===== config.mk =====
export PLATFORM = sky130hd
export DESIGN_NAME = velocity_command_safety_governor_unit
export DESIGN_NICKNAME = d
export VERILOG_FILES = /design/src/rtl/vcsg_pkg.sv /design/src/rtl/vcsg_cfg_regs.sv /design/src/rtl/vcsg_axis.sv /design/src/rtl/vcsg_core.sv /design/src/rtl/velocity_command_safety_governor_unit.sv
export SDC_FILE = /design/constraint.sdc
export NUM_CORES = 2
export LEC_CHECK = 0
export BUFFER_PORTS_ARGS = -buffer_cell sky130_fd_sc_hd__buf_2
export CORE_MARGIN = 4
export CORE_UTILIZATION = 30
export CTS_CLUSTER_SIZE = 8
export DETAILED_ROUTE_END_ITERATION = 6
export SLEW_MARGIN = 40
export SYNTH_ARGS = -nofsm -noshare
export SYNTH_HDL_FRONTEND = slang
export SYNTH_SLANG_ARGS = --single-unit

===== constraint.sdc =====
create_clock -name clk -period 21.7 [get_ports clk]
set_clock_uncertainty 0.15 [all_clocks]
set_input_delay 2.17 -clock clk [delete_from_list [all_inputs] [get_ports clk]]
set_output_delay 2.17 -clock clk [all_outputs]
set_load 0.02 [all_outputs]

===== src/rtl/vcsg_pkg.sv =====
package vcsg_pkg;

    localparam int OPCODE_W = 4;
    localparam int TS_W = 32;
    localparam int CFG_ADDR_W = 3;
    localparam int CFG_DATA_W = 32;
    localparam int LIMIT_W = 15;
    localparam int ACCEL_W = 16;
    localparam int DB_W = 16;
    localparam int DT_W = 32;
    localparam int CODE_W = 3;

    localparam logic [OPCODE_W-1:0] OP_CONNECT     = 4'd0;
    localparam logic [OPCODE_W-1:0] OP_DISCONNECT  = 4'd1;
    localparam logic [OPCODE_W-1:0] OP_ENABLE      = 4'd2;
    localparam logic [OPCODE_W-1:0] OP_DISABLE     = 4'd3;
    localparam logic [OPCODE_W-1:0] OP_READY       = 4'd4;
    localparam logic [OPCODE_W-1:0] OP_COMMAND     = 4'd5;
    localparam logic [OPCODE_W-1:0] OP_TICK        = 4'd6;
    localparam logic [OPCODE_W-1:0] OP_ESTOP       = 4'd7;
    localparam logic [OPCODE_W-1:0] OP_CLEAR_ESTOP = 4'd8;
    localparam logic [OPCODE_W-1:0] OP_TF_STALE    = 4'd9;
    localparam logic [OPCODE_W-1:0] OP_SENSOR_STALE = 4'd10;
    localparam logic [OPCODE_W-1:0] OP_BRIDGE_ERROR = 4'd11;
    localparam logic [OPCODE_W-1:0] OP_COLLISION   = 4'd12;
    localparam logic [OPCODE_W-1:0] OP_CLEAR_FAULT = 4'd13;

    localparam logic [CODE_W-1:0] FAULT_NONE     = 3'd0;
    localparam logic [CODE_W-1:0] FAULT_TIMEOUT  = 3'd1;
    localparam logic [CODE_W-1:0] FAULT_TF       = 3'd2;
    localparam logic [CODE_W-1:0] FAULT_SENSOR   = 3'd3;
    localparam logic [CODE_W-1:0] FAULT_BRIDGE   = 3'd4;

    localparam logic [CODE_W-1:0] MODE_CODE_DISC    = 3'd0;
    localparam logic [CODE_W-1:0] MODE_CODE_STANDBY = 3'd1;
    localparam logic [CODE_W-1:0] MODE_CODE_READY   = 3'd2;
    localparam logic [CODE_W-1:0] MODE_CODE_NAV     = 3'd3;
    localparam logic [CODE_W-1:0] MODE_CODE_FAULT   = 3'd4;
    localparam logic [CODE_W-1:0] MODE_CODE_ESTOP   = 3'd5;

    localparam logic [CFG_ADDR_W-1:0] REG_SPEED_X  = 3'd0;
    localparam logic [CFG_ADDR_W-1:0] REG_SPEED_Y  = 3'd1;
    localparam logic [CFG_ADDR_W-1:0] REG_SPEED_W  = 3'd2;
    localparam logic [CFG_ADDR_W-1:0] REG_DEADBAND = 3'd3;
    localparam logic [CFG_ADDR_W-1:0] REG_ACCEL_X  = 3'd4;
    localparam logic [CFG_ADDR_W-1:0] REG_ACCEL_Y  = 3'd5;
    localparam logic [CFG_ADDR_W-1:0] REG_ACCEL_W  = 3'd6;
    localparam logic [CFG_ADDR_W-1:0] REG_TIMEOUT  = 3'd7;

    localparam logic [15:0] TIMEOUT_RESET = 16'd500;

    typedef enum logic [5:0] {
        MODE_DISC    = 6'b000001,
        MODE_STANDBY = 6'b000010,
        MODE_READY   = 6'b000100,
        MODE_NAV     = 6'b001000,
        MODE_FAULT   = 6'b010000,
        MODE_ESTOP   = 6'b100000
    } mode_t;

    typedef struct packed {
        logic [LIMIT_W-1:0] speed_limit_x;
        logic [LIMIT_W-1:0] speed_limit_y;
        logic [LIMIT_W-1:0] speed_limit_turn;
        logic [31:0]        deadband_pair;
        logic [ACCEL_W-1:0] accel_limit_x;
        logic [ACCEL_W-1:0] accel_limit_y;
        logic [ACCEL_W-1:0] accel_limit_turn;
        logic [15:0]        command_timeout;
    } cfg_t;

    typedef struct packed {
        logic              sent;
        logic              accepted;
        logic [CODE_W-1:0] mode;
        logic [CODE_W-1:0] fault_code;
    } status_t;

    function automatic logic [CODE_W-1:0] mode_code(input mode_t m);
        logic [CODE_W-1:0] c;
        case (m)
            MODE_DISC:    c = MODE_CODE_DISC;
            MODE_STANDBY: c = MODE_CODE_STANDBY;
            MODE_READY:   c = MODE_CODE_READY;
            MODE_NAV:     c = MODE_CODE_NAV;
            MODE_FAULT:   c = MODE_CODE_FAULT;
            MODE_ESTOP:   c = MODE_CODE_ESTOP;
            default:      c = MODE_CODE_DISC;
        endcase
        return c;
    endfunction

endpackage


===== src/rtl/vcsg_cfg_regs.sv =====
module vcsg_cfg_regs
(
    input  logic                               clk,
    input  logic                               rst_n,
    input  logic                               cfg_we,
    input  logic [vcsg_pkg::CFG_ADDR_W-1:0]    cfg_addr,
    input  logic [vcsg_pkg::CFG_DATA_W-1:0]    cfg_wdata,
    output vcsg_pkg::cfg_t                     cfg
);
    import vcsg_pkg::*;

    cfg_t cfg_reg;

    always_ff @(posedge clk or negedge rst_n)
    begin
        if (!rst_n)
        begin
            cfg_reg.speed_limit_x    <= '0;
            cfg_reg.speed_limit_y    <= '0;
            cfg_reg.speed_limit_turn <= '0;
            cfg_reg.deadband_pair    <= '0;
            cfg_reg.accel_limit_x    <= '0;
            cfg_reg.accel_limit_y    <= '0;
            cfg_reg.accel_limit_turn <= '0;
            cfg_reg.command_timeout  <= TIMEOUT_RESET;
        end
        else if (cfg_we)
        begin
            case (cfg_addr)
                REG_SPEED_X:  cfg_reg.speed_limit_x    <= cfg_wdata[LIMIT_W-1:0];
                REG_SPEED_Y:  cfg_reg.speed_limit_y    <= cfg_wdata[LIMIT_W-1:0];
                REG_SPEED_W:  cfg_reg.speed_limit_turn <= cfg_wdata[LIMIT_W-1:0];
                REG_DEADBAND: cfg_reg.deadband_pair    <= cfg_wdata[31:0];
                REG_ACCEL_X:  cfg_reg.accel_limit_x    <= cfg_wdata[ACCEL_W-1:0];
                REG_ACCEL_Y:  cfg_reg.accel_limit_y    <= cfg_wdata[ACCEL_W-1:0];
                REG_ACCEL_W:  cfg_reg.accel_limit_turn <= cfg_wdata[ACCEL_W-1:0];
                REG_TIMEOUT:  cfg_reg.command_timeout  <= cfg_wdata[15:0];
                default:      cfg_reg <= cfg_reg;
            endcase
        end
    end

    assign cfg = cfg_reg;

endmodule


===== src/rtl/vcsg_axis.sv =====
module vcsg_axis
#(
    parameter int VEL_WIDTH = 16
)
(
    input  logic signed [VEL_WIDTH-1:0]          target_in,
    input  logic signed [VEL_WIDTH-1:0]          prev,
    input  logic [vcsg_pkg::LIMIT_W-1:0]         limit,
    input  logic [vcsg_pkg::DB_W-1:0]            deadband,
    input  logic [vcsg_pkg::ACCEL_W-1:0]         accel,
    input  logic [vcsg_pkg::DT_W-1:0]            dt,
    output logic signed [VEL_WIDTH-1:0]          slewed
);
    import vcsg_pkg::*;

    localparam int W = ((VEL_WIDTH > 16) ? VEL_WIDTH : 16) + 2;
    localparam int PROD_W = ACCEL_W + DT_W;

    logic signed [W-1:0]  vin_w;
    logic signed [W-1:0]  prev_w;
    logic signed [W-1:0]  lim_w;
    logic signed [W-1:0]  db_w;
    logic signed [W-1:0]  clamped;
    logic signed [W-1:0]  mag;
    logic signed [W-1:0]  target;
    logic signed [W-1:0]  delta;
    logic signed [W-1:0]  maxd;
    logic signed [W-1:0]  step;
    logic signed [W-1:0]  sum;
    logic [PROD_W-1:0]    prod;

    assign vin_w  = W'(target_in);
    assign prev_w = W'(prev);
    assign lim_w  = W'(limit);
    assign db_w   = W'(deadband);

    // clamp to +-limit
    always_comb
    begin
        if (vin_w > lim_w)
            clamped = lim_w;
        else if (vin_w < -lim_w)
            clamped = -lim_w;
        else
            clamped = vin_w;
    end

    // deadband
    assign mag    = (clamped < 0) ? -clamped : clamped;
    assign target = (mag < db_w) ? '0 : clamped;

    // slew step (accel * dt) >> 8, saturated to the delta range
    assign prod = PROD_W'(accel) * PROD_W'(dt);

    always_comb
    begin
        if (|prod[PROD_W-1:W+7])
            maxd = {1'b0, {(W-1){1'b1}}};
        else
            maxd = {1'b0, prod[W+6:8]};
    end

    assign delta = target - prev_w;

    always_comb
    begin
        if (delta > maxd)
            step = maxd;
        else if (delta < -maxd)
            step = -maxd;
        else
            step = delta;
    end

    assign sum    = prev_w + step;
    assign slewed = sum[VEL_WIDTH-1:0];

endmodule


===== src/rtl/vcsg_core.sv =====
module vcsg_core
#(
    parameter int VEL_WIDTH  = 16,
    parameter int TIME_WIDTH = 32
)
(
    input  logic                               clk,
    input  logic                               rst_n,
    input  logic                               fire,
    input  logic [vcsg_pkg::OPCODE_W-1:0]      opcode,
    input  logic [TIME_WIDTH-1:0]              now,
    input  logic signed [VEL_WIDTH-1:0]        vx_in,
    input  logic signed [VEL_WIDTH-1:0]        vy_in,
    input  logic signed [VEL_WIDTH-1:0]        wz_in,
    input  vcsg_pkg::cfg_t                     cfg,
    output logic signed [VEL_WIDTH-1:0]        vx_next,
    output logic signed [VEL_WIDTH-1:0]        vy_next,
    output logic signed [VEL_WIDTH-1:0]        wz_next,
    output vcsg_pkg::status_t                  status
);
    import vcsg_pkg::*;

    localparam logic [63:0] DT_SAT = 64'hFFFF_FFFF;

    mode_t                      mode_reg;
    mode_t                      mode_next;
    logic signed [VEL_WIDTH-1:0] vx_reg;
    logic signed [VEL_WIDTH-1:0] vy_reg;
    logic signed [VEL_WIDTH-1:0] wz_reg;
    logic [TIME_WIDTH-1:0]      step_time_reg;
    logic [TIME_WIDTH-1:0]      step_time_next;
    logic [TIME_WIDTH-1:0]      cmd_time_reg;
    logic [TIME_WIDTH-1:0]      cmd_time_next;
    logic                       seen_reg;
    logic                       seen_next;
    logic [CODE_W-1:0]          fault_reg;
    logic [CODE_W-1:0]          fault_next;

    logic [TIME_WIDTH-1:0]      step_diff;
    logic [TIME_WIDTH-1:0]      step_dt;
    logic [DT_W-1:0]            dt_sat;
    logic [TIME_WIDTH-1:0]      cmd_diff;
    logic                       timed_out;
    logic signed [VEL_WIDTH-1:0] vx_slew;
    logic signed [VEL_WIDTH-1:0] vy_slew;
    logic signed [VEL_WIDTH-1:0] wz_slew;

    logic                       sent;
    logic                       accepted;
    logic                       zero_vel;
    logic                       load_vel;
    logic                       fault_req;
    logic [CODE_W-1:0]          fault_val;

    // time since last step, negative counts as zero
    assign step_diff = now - step_time_reg;
    assign step_dt   = step_diff[TIME_WIDTH-1] ? '0 : step_diff;
    assign dt_sat    = (64'(step_dt) > DT_SAT) ? '1 : DT_W'(step_dt);

    // watchdog
    assign cmd_diff  = now - cmd_time_reg;
    assign timed_out = !cmd_diff[TIME_WIDTH-1]
                       && (cmd_diff > TIME_WIDTH'(cfg.command_timeout));

    vcsg_axis #(.VEL_WIDTH(VEL_WIDTH)) u_axis_x
    (
        .target_in (vx_in),
        .prev      (vx_reg),
        .limit     (cfg.speed_limit_x),
        .deadband  (cfg.deadband_pair[15:0]),
        .accel     (cfg.accel_limit_x),
        .dt        (dt_sat),
        .slewed    (vx_slew)
    );

    vcsg_axis #(.VEL_WIDTH(VEL_WIDTH)) u_axis_y
    (
        .target_in (vy_in),
        .prev      (vy_reg),
        .limit     (cfg.speed_limit_y),
        .deadband  ('0),
        .accel     (cfg.accel_limit_y),
        .dt        (dt_sat),
        .slewed    (vy_slew)
    );

    vcsg_axis #(.VEL_WIDTH(VEL_WIDTH)) u_axis_w
    (
        .target_in (wz_in),
        .prev      (wz_reg),
        .limit     (cfg.speed_limit_turn),
        .deadband  (cfg.deadband_pair[31:16]),
        .accel     (cfg.accel_limit_turn),
        .dt        (dt_sat),
        .slewed    (wz_slew)
    );

    always_comb
    begin
        mode_next      = mode_reg;
        step_time_next = step_time_reg;
        cmd_time_next  = cmd_time_reg;
        seen_next      = seen_reg;
        fault_next     = fault_reg;
        sent           = 1'b0;
        accepted       = 1'b1;
        zero_vel       = 1'b0;
        load_vel       = 1'b0;
        fault_req      = 1'b0;
        fault_val      = FAULT_NONE;

        case (opcode)
            OP_CONNECT:
            begin
                if (mode_reg == MODE_DISC)
                    mode_next = MODE_STANDBY;
            end
            OP_DISCONNECT:
            begin
                mode_next = MODE_DISC;
                zero_vel  = 1'b1;
                sent      = 1'b1;
            end
            OP_ENABLE:
            begin
                if (mode_reg != MODE_READY)
                    accepted = 1'b0;
                else
                begin
                    mode_next      = MODE_NAV;
                    seen_next      = 1'b0;
                    step_time_next = now;
                    zero_vel       = 1'b1;
                end
            end
            OP_DISABLE:
            begin
                if (mode_reg == MODE_NAV)
                begin
                    mode_next = MODE_READY;
                    zero_vel  = 1'b1;
                    sent      = 1'b1;
                end
            end
            OP_READY:
            begin
                if (mode_reg == MODE_STANDBY)
                    mode_next = MODE_READY;
            end
            OP_COMMAND:
            begin
                cmd_time_next = now;
                seen_next     = 1'b1;
                sent          = 1'b1;
                if (mode_reg != MODE_NAV)
                    zero_vel = 1'b1;
                else
                begin
                    step_time_next = now;
                    load_vel       = (step_dt != '0);
                end
            end
            OP_TICK:
            begin
                if (mode_reg == MODE_NAV && seen_reg && timed_out)
                begin
                    fault_req = 1'b1;
                    fault_val = FAULT_TIMEOUT;
                end
            end
            OP_ESTOP:
            begin
                mode_next = MODE_ESTOP;
                zero_vel  = 1'b1;
                sent      = 1'b1;
            end
            OP_CLEAR_ESTOP:
            begin
                if (mode_reg != MODE_ESTOP)
                    accepted = 1'b0;
                else
                begin
                    mode_next  = MODE_STANDBY;
                    fault_next = FAULT_NONE;
                end
            end
            OP_TF_STALE:
            begin
                fault_req = 1'b1;
                fault_val = FAULT_TF;
            end
            OP_SENSOR_STALE:
            begin
                fault_req = 1'b1;
                fault_val = FAULT_SENSOR;
            end
            OP_BRIDGE_ERROR:
            begin
                fault_req = 1'b1;
                fault_val = FAULT_BRIDGE;
            end
            OP_COLLISION:
            begin
                zero_vel = 1'b1;
                sent     = 1'b1;
            end
            OP_CLEAR_FAULT:
            begin
                if (mode_reg != MODE_FAULT)
                    accepted = 1'b0;
                else
                begin
                    mode_next  = MODE_STANDBY;
                    fault_next = FAULT_NONE;
                end
            end
            default:
            begin
                accepted = 1'b1;
            end
        endcase

        // e-stop blocks every fault
        if (fault_req && mode_reg != MODE_ESTOP)
        begin
            mode_next  = MODE_FAULT;
            fault_next = fault_val;
            zero_vel   = 1'b1;
            sent       = 1'b1;
        end
    end

    always_comb
    begin
        if (zero_vel)
        begin
            vx_next = '0;
            vy_next = '0;
            wz_next = '0;
        end
        else if (load_vel)
        begin
            vx_next = vx_slew;
            vy_next = vy_slew;
            wz_next = wz_slew;
        end
        else
        begin
            vx_next = vx_reg;
            vy_next = vy_reg;
            wz_next = wz_reg;
        end
    end

    assign status.sent       = sent;
    assign status.accepted   = accepted;
    assign status.mode       = mode_code(mode_next);
    assign status.fault_code = fault_next;

    always_ff @(posedge clk or negedge rst_n)
    begin
        if (!rst_n)
        begin
            mode_reg      <= MODE_DISC;
            vx_reg        <= '0;
            vy_reg        <= '0;
            wz_reg        <= '0;
            step_time_reg <= '0;
            cmd_time_reg  <= '0;
            seen_reg      <= 1'b0;
            fault_reg     <= FAULT_NONE;
        end
        else if (fire)
        begin
            mode_reg      <= mode_next;
            vx_reg        <= vx_next;
            vy_reg        <= vy_next;
            wz_reg        <= wz_next;
            step_time_reg <= step_time_next;
            cmd_time_reg  <= cmd_time_next;
            seen_reg      <= seen_next;
            fault_reg     <= fault_next;
        end
    end

endmodule


===== src/rtl/velocity_command_safety_governor_unit.sv =====
// Safety governor for three-axis velocity commands. Each event item (opcode in
// s_tuser, timestamp and requested velocities in s_tdata) is captured in an
// input register and evaluated from it against the mode machine, watchdog,
// per-axis clamp and slew logic and the x and turn deadbands; exactly one
// result item leaves through the output register for every event. Throughput
// is one item per cycle while m_tready does not stall the output register, set
// by the state update of the mode and last-velocity registers. Configuration
// registers are to be written by the user through cfg_we/cfg_addr/cfg_wdata
// only while no item is in flight; the block itself does not enforce this;
// command_timeout resets to 500 ms, all other registers to zero, and the mode
// resets to disconnected.
module velocity_command_safety_governor_unit
#(
    parameter int VEL_WIDTH  = 16,
    parameter int TIME_WIDTH = 32,
    localparam int IN_BITS   = vcsg_pkg::TS_W + 3 * VEL_WIDTH,
    localparam int IN_W      = ((IN_BITS + 7) / 8) * 8,
    localparam int OUT_BITS  = 3 * VEL_WIDTH + 2 + 2 * vcsg_pkg::CODE_W,
    localparam int OUT_W     = ((OUT_BITS + 7) / 8) * 8
)
(
    input  logic                               clk,
    input  logic                               rst_n,
    input  logic                               s_tvalid,
    output logic                               s_tready,
    // timestamp_ms, vx_in, vy_in, wz_in
    input  logic [IN_W-1:0]                    s_tdata,
    // opcode
    input  logic [vcsg_pkg::OPCODE_W-1:0]      s_tuser,
    output logic                               m_tvalid,
    input  logic                               m_tready,
    // vx_out, vy_out, wz_out, sent, accepted, mode, fault_code
    output logic [OUT_W-1:0]                   m_tdata,
    input  logic                               cfg_we,
    input  logic [vcsg_pkg::CFG_ADDR_W-1:0]    cfg_addr,
    input  logic [vcsg_pkg::CFG_DATA_W-1:0]    cfg_wdata
);
    import vcsg_pkg::*;

    cfg_t                        cfg;
    logic                        in_valid_reg;
    logic [OPCODE_W-1:0]         op_reg;
    logic [TS_W-1:0]             ts_reg;
    logic signed [VEL_WIDTH-1:0] vx_in_reg;
    logic signed [VEL_WIDTH-1:0] vy_in_reg;
    logic signed [VEL_WIDTH-1:0] wz_in_reg;

    logic                        out_valid_reg;
    logic signed [VEL_WIDTH-1:0] vx_out_reg;
    logic signed [VEL_WIDTH-1:0] vy_out_reg;
    logic signed [VEL_WIDTH-1:0] wz_out_reg;
    status_t                     status_reg;

    logic                        advance;
    logic                        fire;
    logic signed [VEL_WIDTH-1:0] vx_next;
    logic signed [VEL_WIDTH-1:0] vy_next;
    logic signed [VEL_WIDTH-1:0] wz_next;
    status_t                     status_next;

    assign advance  = !out_valid_reg || m_tready;
    assign fire     = in_valid_reg && advance;
    assign s_tready = !in_valid_reg || advance;

    vcsg_cfg_regs u_cfg
    (
        .clk       (clk),
        .rst_n     (rst_n),
        .cfg_we    (cfg_we),
        .cfg_addr  (cfg_addr),
        .cfg_wdata (cfg_wdata),
        .cfg       (cfg)
    );

    vcsg_core #(.VEL_WIDTH(VEL_WIDTH), .TIME_WIDTH(TIME_WIDTH)) u_core
    (
        .clk     (clk),
        .rst_n   (rst_n),
        .fire    (fire),
        .opcode  (op_reg),
        .now     (TIME_WIDTH'(ts_reg)),
        .vx_in   (vx_in_reg),
        .vy_in   (vy_in_reg),
        .wz_in   (wz_in_reg),
        .cfg     (cfg),
        .vx_next (vx_next),
        .vy_next (vy_next),
        .wz_next (wz_next),
        .status  (status_next)
    );

    // input item register
    always_ff @(posedge clk or negedge rst_n)
    begin
        if (!rst_n)
            in_valid_reg <= 1'b0;
        else if (s_tready)
            in_valid_reg <= s_tvalid;
    end

    always_ff @(posedge clk)
    begin
        if (s_tvalid && s_tready)
        begin
            op_reg    <= s_tuser;
            ts_reg    <= s_tdata[TS_W-1:0];
            vx_in_reg <= s_tdata[TS_W +: VEL_WIDTH];
            vy_in_reg <= s_tdata[TS_W + VEL_WIDTH +: VEL_WIDTH];
            wz_in_reg <= s_tdata[TS_W + 2 * VEL_WIDTH +: VEL_WIDTH];
        end
    end

    // result item register
    always_ff @(posedge clk or negedge rst_n)
    begin
        if (!rst_n)
            out_valid_reg <= 1'b0;
        else if (advance)
            out_valid_reg <= in_valid_reg;
    end

    always_ff @(posedge clk)
    begin
        if (fire)
        begin
            vx_out_reg <= vx_next;
            vy_out_reg <= vy_next;
            wz_out_reg <= wz_next;
            status_reg <= status_next;
        end
    end

    assign m_tvalid = out_valid_reg;
    assign m_tdata  = OUT_W'({status_reg.fault_code, status_reg.mode,
                              status_reg.accepted, status_reg.sent,
                              wz_out_reg, vy_out_reg, vx_out_reg});

endmodule


# After elaboration in Yosys (flattened, before gate mapping)
# Cells that the tools add are included.
[word_totals] elab_cells=196 output_inout_bits=58 ff_bits=405 in_bits=124
[classes] n_eq_ne=34 magnitude_cmp=19 add_sub_neg=17 n_mul=3 muxes=61 n_reduce_logical=32
[ops] operator="18-bit two-way mux" count=12
[ops] operator="16-bit two-way mux" count=12
[ops] operator="16-bit by 32-bit multiplier with 48-bit output" count=3
[ops] operator="18-bit by 1-bit < comparator with 1-bit output (second input constant)" count=4
[ops] operator="23-bit OR reduction" count=3
[ops] operator="32-bit two-way mux" count=2
[ops] operator="32-bit case mux with 2 select lines" count=1
[ops] operator="32-bit subtractor" count=2
[ops] operator="18-bit > comparator" count=3
[ops] operator="16-bit by 18-bit < comparator with 1-bit output" count=3
[ops] operator="18-bit < comparator" count=3
[ops] operator="15-bit negation with 18-bit output" count=3
[ops] operator="17-bit negation with 18-bit output" count=3
[ops] operator="18-bit negation" count=3
[ops] operator="18-bit by 16-bit subtractor with 18-bit output" count=3
[ops] operator="17-bit two-way mux" count=3
[ops] operator="16-bit adder" count=3
[ops] operator="16-bit > comparator" count=3
[ops] operator="6-bit case mux with 8 select lines" count=1
[ops] operator="6-bit two-way mux" count=7
[ops] operator="18-bit by 17-bit < comparator with 1-bit output" count=2
[ops] operator="32-bit by 16-bit > comparator with 1-bit output" count=1
[ops] operator="32-bit nonzero test" count=1
[ops] operator="31-bit two-way mux" count=1
[ops] operator="37 further kinds" count=84

# Logic depth before layout (Yosys ltp)
[logic_depth] word_depth=15 ltp_mapped=81 mapped_depth_nobuf=79

# Modules after synthesis
# Synthesis repeated with hierarchy kept, for this count alone.
[unflattened] cells_unflattened=10039 area_unflattened_um2=87239.9
[modules_own_cells] module="vcsg_axis at u_core.u_axis_x" cells_each=2811 seq_area_each_um2=0.0 n_inst=1 area_each_um2=22723.0
[modules_own_cells] module="vcsg_axis at u_core.u_axis_y" cells_each=2785 seq_area_each_um2=0.0 n_inst=1 area_each_um2=22310.1
[modules_own_cells] module="vcsg_axis at u_core.u_axis_w" cells_each=2717 seq_area_each_um2=0.0 n_inst=1 area_each_um2=22013.6
[modules_own_cells] module="vcsg_core" cells_each=1271 seq_area_each_um2=3054.2 n_inst=1 area_each_um2=10371.2
[modules_own_cells] module="vcsg_cfg_regs" cells_each=307 seq_area_each_um2=3535.9 n_inst=1 area_each_um2=5514.0
[modules_own_cells] module="velocity_command_safety_governor_unit" cells_each=148 seq_area_each_um2=4254.1 n_inst=1 area_each_um2=4307.9

# Least setup slack after synthesis
# Ideal clock, no wire load.
[synth_path] kind="register -> register" startpoint="register ts_reg[26]" endpoint="register wz_out_reg[15], data pin" setup_ps=147 arrival_time_ps=16247 n_path_buf=9 t_required_ps=21403 path_stages_with_launch=72 synth_period_minus_slack_ps=16544 slack_ps=5156 cell_sequence="edfxtp_1 -> ha_1 -> a21oi_1 -> o21ai_2 -> a311o_1 -> o211a_1 -> a211o_4 -> buf_2 -> nor2_1 -> clkbuf_1 -> and3_1 -> clkbuf_1 -> clkbuf_1 -> nand2_1 -> fa_1 -> inv_1 -> fa_1 -> fa_1 -> [36 not listed] -> a31oi_1 -> o22a_1 -> ha_1 -> a21oi_1 -> o21bai_1 -> a21oi_1 -> nor2b_1 -> o21a_1 -> o21a_1 -> o21ai_0 -> a21oi_1 -> a31o_2 -> a31o_2 -> and3_1 -> a311oi_1 -> o2111ai_2 -> or3_1 -> a21oi_1"
[synth_via] elab_chain_len=12 word_cells_on_any_way=25 cone_classes="add/sub (4); mul (1); order compare (3); mux (11); reduce/logical (6)"
[synth_rtl] element="start: declaration" line_no="velocity_command_safety_governor_unit.sv:43" rtl="logic [TS_W-1:0] ts_reg;"
[synth_rtl] element="start signal: assignment" line_no="velocity_command_safety_governor_unit.sv:106" rtl="ts_reg <= s_tdata[TS_W-1:0];"
[synth_rtl] element="32-bit subtractor" line_no="vcsg_core.sv:56" rtl="assign step_diff = now - step_time_reg;"
[synth_rtl] element="31-bit two-way mux" line_no="vcsg_core.sv:57" rtl="assign step_dt = step_diff[TIME_WIDTH-1] ? '0 : step_diff;"
[synth_rtl] element="16-bit by 32-bit multiplier with 48-bit output" line_no="vcsg_axis.sv:53" rtl="assign prod = PROD_W'(accel) * PROD_W'(dt);"
[synth_rtl] element="23-bit OR reduction" line_no="vcsg_axis.sv:57" rtl="if (|prod[PROD_W-1:W+7])"
[synth_rtl] element="17-bit two-way mux" line_no="vcsg_axis.sv:57"
[synth_rtl] element="17-bit negation with 18-bit output" line_no="vcsg_axis.sv:70" rtl="step = -maxd;"
[synth_rtl] element="18-bit < comparator" line_no="vcsg_axis.sv:69" rtl="else if (delta < -maxd)"
[synth_rtl] element="16-bit two-way mux" line_no="vcsg_axis.sv:69"
[synth_rtl] element="16-bit two-way mux" line_no="vcsg_axis.sv:67" rtl="if (delta > maxd)"
[synth_rtl] element="16-bit adder" line_no="vcsg_axis.sv:75" rtl="assign sum = prev_w + step;"
[synth_rtl] element="16-bit two-way mux" line_no="vcsg_core.sv:241" rtl="else if (load_vel)"
[synth_rtl] element="16-bit two-way mux (*)" line_no="vcsg_core.sv:235" rtl="if (zero_vel)"
[synth_rtl] element="via u_core.wz_next[15]" line_no="vcsg_core.sv:18" rtl="output logic signed [VEL_WIDTH-1:0] wz_next,"
[synth_rtl] element="end signal: assignment" line_no="velocity_command_safety_governor_unit.sv:128" rtl="wz_out_reg <= wz_next;"
[synth_rtl] element="end: declaration" line_no="velocity_command_safety_governor_unit.sv:51" rtl="logic signed [VEL_WIDTH-1:0] wz_out_reg;"
# The timed path passes the listed nets; every way through them passes the cells marked *.
# A chain may end at the register's enable or synchronous reset.

# Worst setup path after layout
[layout_path] startpoint="register ts_reg[26]" endpoint="register u_core.vy_reg[15]"
[layout_via] elab_chain_len=12 word_cells_on_any_way=25 cone_classes="add/sub (4); mul (1); order compare (3); mux (11); reduce/logical (6)"
[layout_rtl] element="32-bit subtractor" line_no="vcsg_core.sv:56"
[layout_rtl] element="31-bit two-way mux" line_no="vcsg_core.sv:57"
[layout_rtl] element="16-bit by 32-bit multiplier with 48-bit output" line_no="vcsg_axis.sv:53"
[layout_rtl] element="23-bit OR reduction" line_no="vcsg_axis.sv:57"
[layout_rtl] element="17-bit two-way mux" line_no="vcsg_axis.sv:57"
[layout_rtl] element="17-bit negation with 18-bit output" line_no="vcsg_axis.sv:70"
[layout_rtl] element="18-bit < comparator" line_no="vcsg_axis.sv:69"
[layout_rtl] element="16-bit two-way mux" line_no="vcsg_axis.sv:69"
[layout_rtl] element="16-bit two-way mux" line_no="vcsg_axis.sv:67"
[layout_rtl] element="16-bit adder" line_no="vcsg_axis.sv:75"
[layout_rtl] element="16-bit two-way mux" line_no="vcsg_core.sv:241"
[layout_rtl] element="16-bit two-way mux (*)" line_no="vcsg_core.sv:235"
[layout_rtl] element="end signal: assignment" line_no="vcsg_core.sv:277" rtl="vy_reg <= vy_next;"
[layout_rtl] element="end: declaration" line_no="vcsg_core.sv:28" rtl="logic signed [VEL_WIDTH-1:0] vy_reg;"
# Mark *: on every way between the ends. The rest lies on a longest branch, timed or not.

==> results.toml <==
[outcome]
status = "finished, final reports clean"

[place]
gp_congestion = 0.906
hpwl_um = 189000
portBuffers = 181
dpl_cell_area_um2 = 88000

[worst_hold_path]
hold_class = "reg -> reg"

[detailed_routing]
first_pass_iters = 6
drt.antenna.violating_nets = 0
drc = 0
routed_via_density = 5.04
drt_wl_total_um = 252000
vias = 66503
drtIter0Drc = 4797
routedWlPerCell_um = 19.1

[logic_synthesis]
yosysUniqueCellTypes = 109
synthMuxAreaShare_pct = 2.42
synth_xor_area_share_pct = 3.06
synth-main-ff-cell = "dfrtp_1"
synth_edf_count = 140
ys_warn_count = 0
yosysSeqAreaShare_pct = 13.1
syn-mean-instance-area_um2 = 8.66
synth-seq-cells = 405
synth_compound_gate_area_share_pct = 11.9
async_reset_ff_share_pct = 65.4
synthCells = 9578
synthAdderAreaFrac_pct = 41.2
synth_top_family_by_area = "adder cells"
syn_area_um2 = 83000
yosys.area_share.simple_pct = 19.0
syn_nets = 11701

[clocking]
ctsResizeCount = 0
path_clk_slew_ns = 0.06
clk_latency_ns = 0.70
clock_sinks = 405
numCtsBuffers = 59
root_buffer = "clkbuf_16"
cts_setup_buffers = 0
ctsHoldBuffers = 0
clockBufferDepth = 3
htreeDepth = 2
cts_tree = "built"

[floorplanning]
fp.coreArea_um2 = 274000
die_area_um2 = 285000
die_w_um = 534
rows = 192
initial_core_util_pct = 30.2
die_h_um = 534
ioPinCount = 182

[global_route]
met2_usage_pct = 27.5
antenna_found_initial = 12
grt_remaining_overflow = 0
grtUsageTotal_pct = 17.5
grt_util_met1_pct = 24.7
grt_max_degree = 69
grt_pass1_vias = 67782
grt_use_met3_pct = 3.51
grt_pass1_wl_um = 399000
top_usage_layer = "met2"

[pwr]
clock_power_share_pct = 13.0
powerDensity_nw_per_um2 = 77.6
leakage_uw = 0.0407
power_frac_comb_pct = 72.2
ir_drop_v = 0.0000791
switching_share_pct = 52.0
switchingPower_uw = 3630
p_int_uw = 3350
p_seq_share_pct = 14.8

[critical_path]
crit_fanout = 34
reg2reg_setup_slack_ns = 2.20
worstPathRequired_ns = 22.06
worst_setup_path_end_kind = "flip-flop"
cp-start-kind = "flip-flop"
cp_slowest_stage_delay_ns = 0.77
critPathArrivalTime_ns = 19.86
path_class = "reg -> reg"
slowest_stage = "nor4_1"

[cells_and_area]
final_cell_area_um2 = 89800
final_common_cell = "inv_1"
final_util_pct = 32.7
largest_reg_flops = 141
drive_gt1_share_pct = 7.12
syn2layout_area_growth_pct = 8.28
nets = 11582
layout_common_cells = "inv_1 (1578), fa_1 (1220), nand2_1 (1143), ha_1 (779), and2_1 (762)"

[sta]
relSlewSlack_pct = 39.2
timing.hold.ws_ns = 0.327
tightest_slew_ns = 0.906
final-setup-viol-count = 0
max_freq_mhz = 51.3
slew_viol_final = 0
fin_tns_setup_ns = 0
finalCritPeriodShare_pct = 89.9
hold_violations = 0
fin_crit_ns = 19.50
rsz0062_at_grt = "false"

[run]
maxCapViolations = 0
[final timing paths]
check,from,to,depth (start not counted)
min in group asynchronous,rst_n,u_cfg.cfg[89]$_DFFE_PN0P_,1
hold reg to reg,u_core.fault_reg[0]$_DFFE_PN0P_,u_core.fault_reg[0]$_DFFE_PN0P_,2
max in group asynchronous,rst_n,u_core.cmd_time_reg[27]$_DFFE_PN0P_,4
setup / recovery,ts_reg[26]$_DFFE_PP_,u_core.vy_reg[15]$_DFFE_PN0P_,64
hold / removal,u_core.fault_reg[0]$_DFFE_PN0P_,u_core.fault_reg[0]$_DFFE_PN0P_,2
setup reg to reg,ts_reg[26]$_DFFE_PP_,u_core.vy_reg[15]$_DFFE_PN0P_,64
[worst max-delay path: cells and delay by family, from the launching register on]
family | cells | cell delay [ns]
compound gates | 33 | 7.56
buf+inv | 5 | 1.42
flops | 1 | 0.46
fa+ha+maj | 11 | 4.59
xor+xnor | 1 | 0.08
simple gates | 14 | 4.99
[Yosys cell counts, types with 30 or more instances]
library cell / number / share of area [%]
a22o_1: 44 / 0.46
o211ai_1: 32 / 0.29
o21ai_0: 304 / 1.8
fa_1: 1220 / 29
edfxtp_1: 140 / 5.1
dfrtp_1: 258 / 7.8
o21a_1: 83 / 0.75
nand2_1: 1144 / 5.2
nor3_1: 120 / 0.72
or3_1: 50 / 0.38
mux2i_1: 43 / 0.52
nor2_1: 367 / 1.7
o21bai_1: 62 / 0.56
nor2b_1: 72 / 0.54
and3_1: 116 / 0.87
ha_1: 779 / 12
nand3_1: 128 / 0.77
a21o_1: 187 / 1.7
o22ai_1: 30 / 0.23
inv_1: 1579 / 7.1
a31oi_1: 50 / 0.38
a21oi_1: 441 / 2.7
clkbuf_1: 462 / 2.1
nand2b_1: 64 / 0.48
nor4_1: 48 / 0.36
xnor2_1: 189 / 2.0
and2_1: 766 / 5.8
mux2_2: 139 / 1.9
xor2_1: 98 / 1.0
a211oi_1: 43 / 0.39
nand4_1: 80 / 0.60
[layout make-up]
| class | instances | area (um^2) |
|---|---|---|
| fill | 28881 | 185000 |
| multi-input combinational | 7102 | 64700 |
| sequential | 405 | 10900 |
| inverter | 1581 | 5940 |
| tap | 3686 | 4610 |
| timing repair buffer | 310 | 1900 |
| clock buffer | 103 | 1660 |
| clock inverter | 7 | 118 |
| antenna | 9 | 22.5 |
[kinds of logic (layout without fill, tap and decap cells)]
| group | count (synthesis) | in the layout |
|---|---|---|
| AND/OR/NAND/NOR | 3109 | 3109 |
| buffers and inverters | 2071 | 2001 |
| adder cells (fa/ha/maj) | 1999 | 1999 |
| AO/OA/AOI/OAI | 1523 | 1523 |
| flip-flops | 405 | 405 |
| XOR/XNOR | 288 | 288 |
| multiplexers | 183 | 183 |
| other | 0 | 9 |
[per-stage QoR]
stage	std cells	power [uW]	worst slack, ns
final	13203	6970	2.20
after global routing	13194	7640	0.831
after CTS	13194	6950	2.48
after detailed placement	13084	5970	2.59
after global placement	13082	5970	2.71
after floorplan	9578	4620	5.16
[power by group through the flow]
stage	sequential (uW)	combinational, uW	clock, uW
final	1030	5030	909
after CTS	1030	4990	936
after floorplan	986	3630	0
after detailed placement	1040	4930	0
after global placement	1040	4930	0
after global routing	1050	5630	964
[metal layers]
metal	vias to the layer above	share of wire (%)
li1	30733	-
met1	33213	45
met2	2254	44
met3	299	7.8
met4	4	2.3
met5	-	0.0083
(Power assumes the default switching activity.)
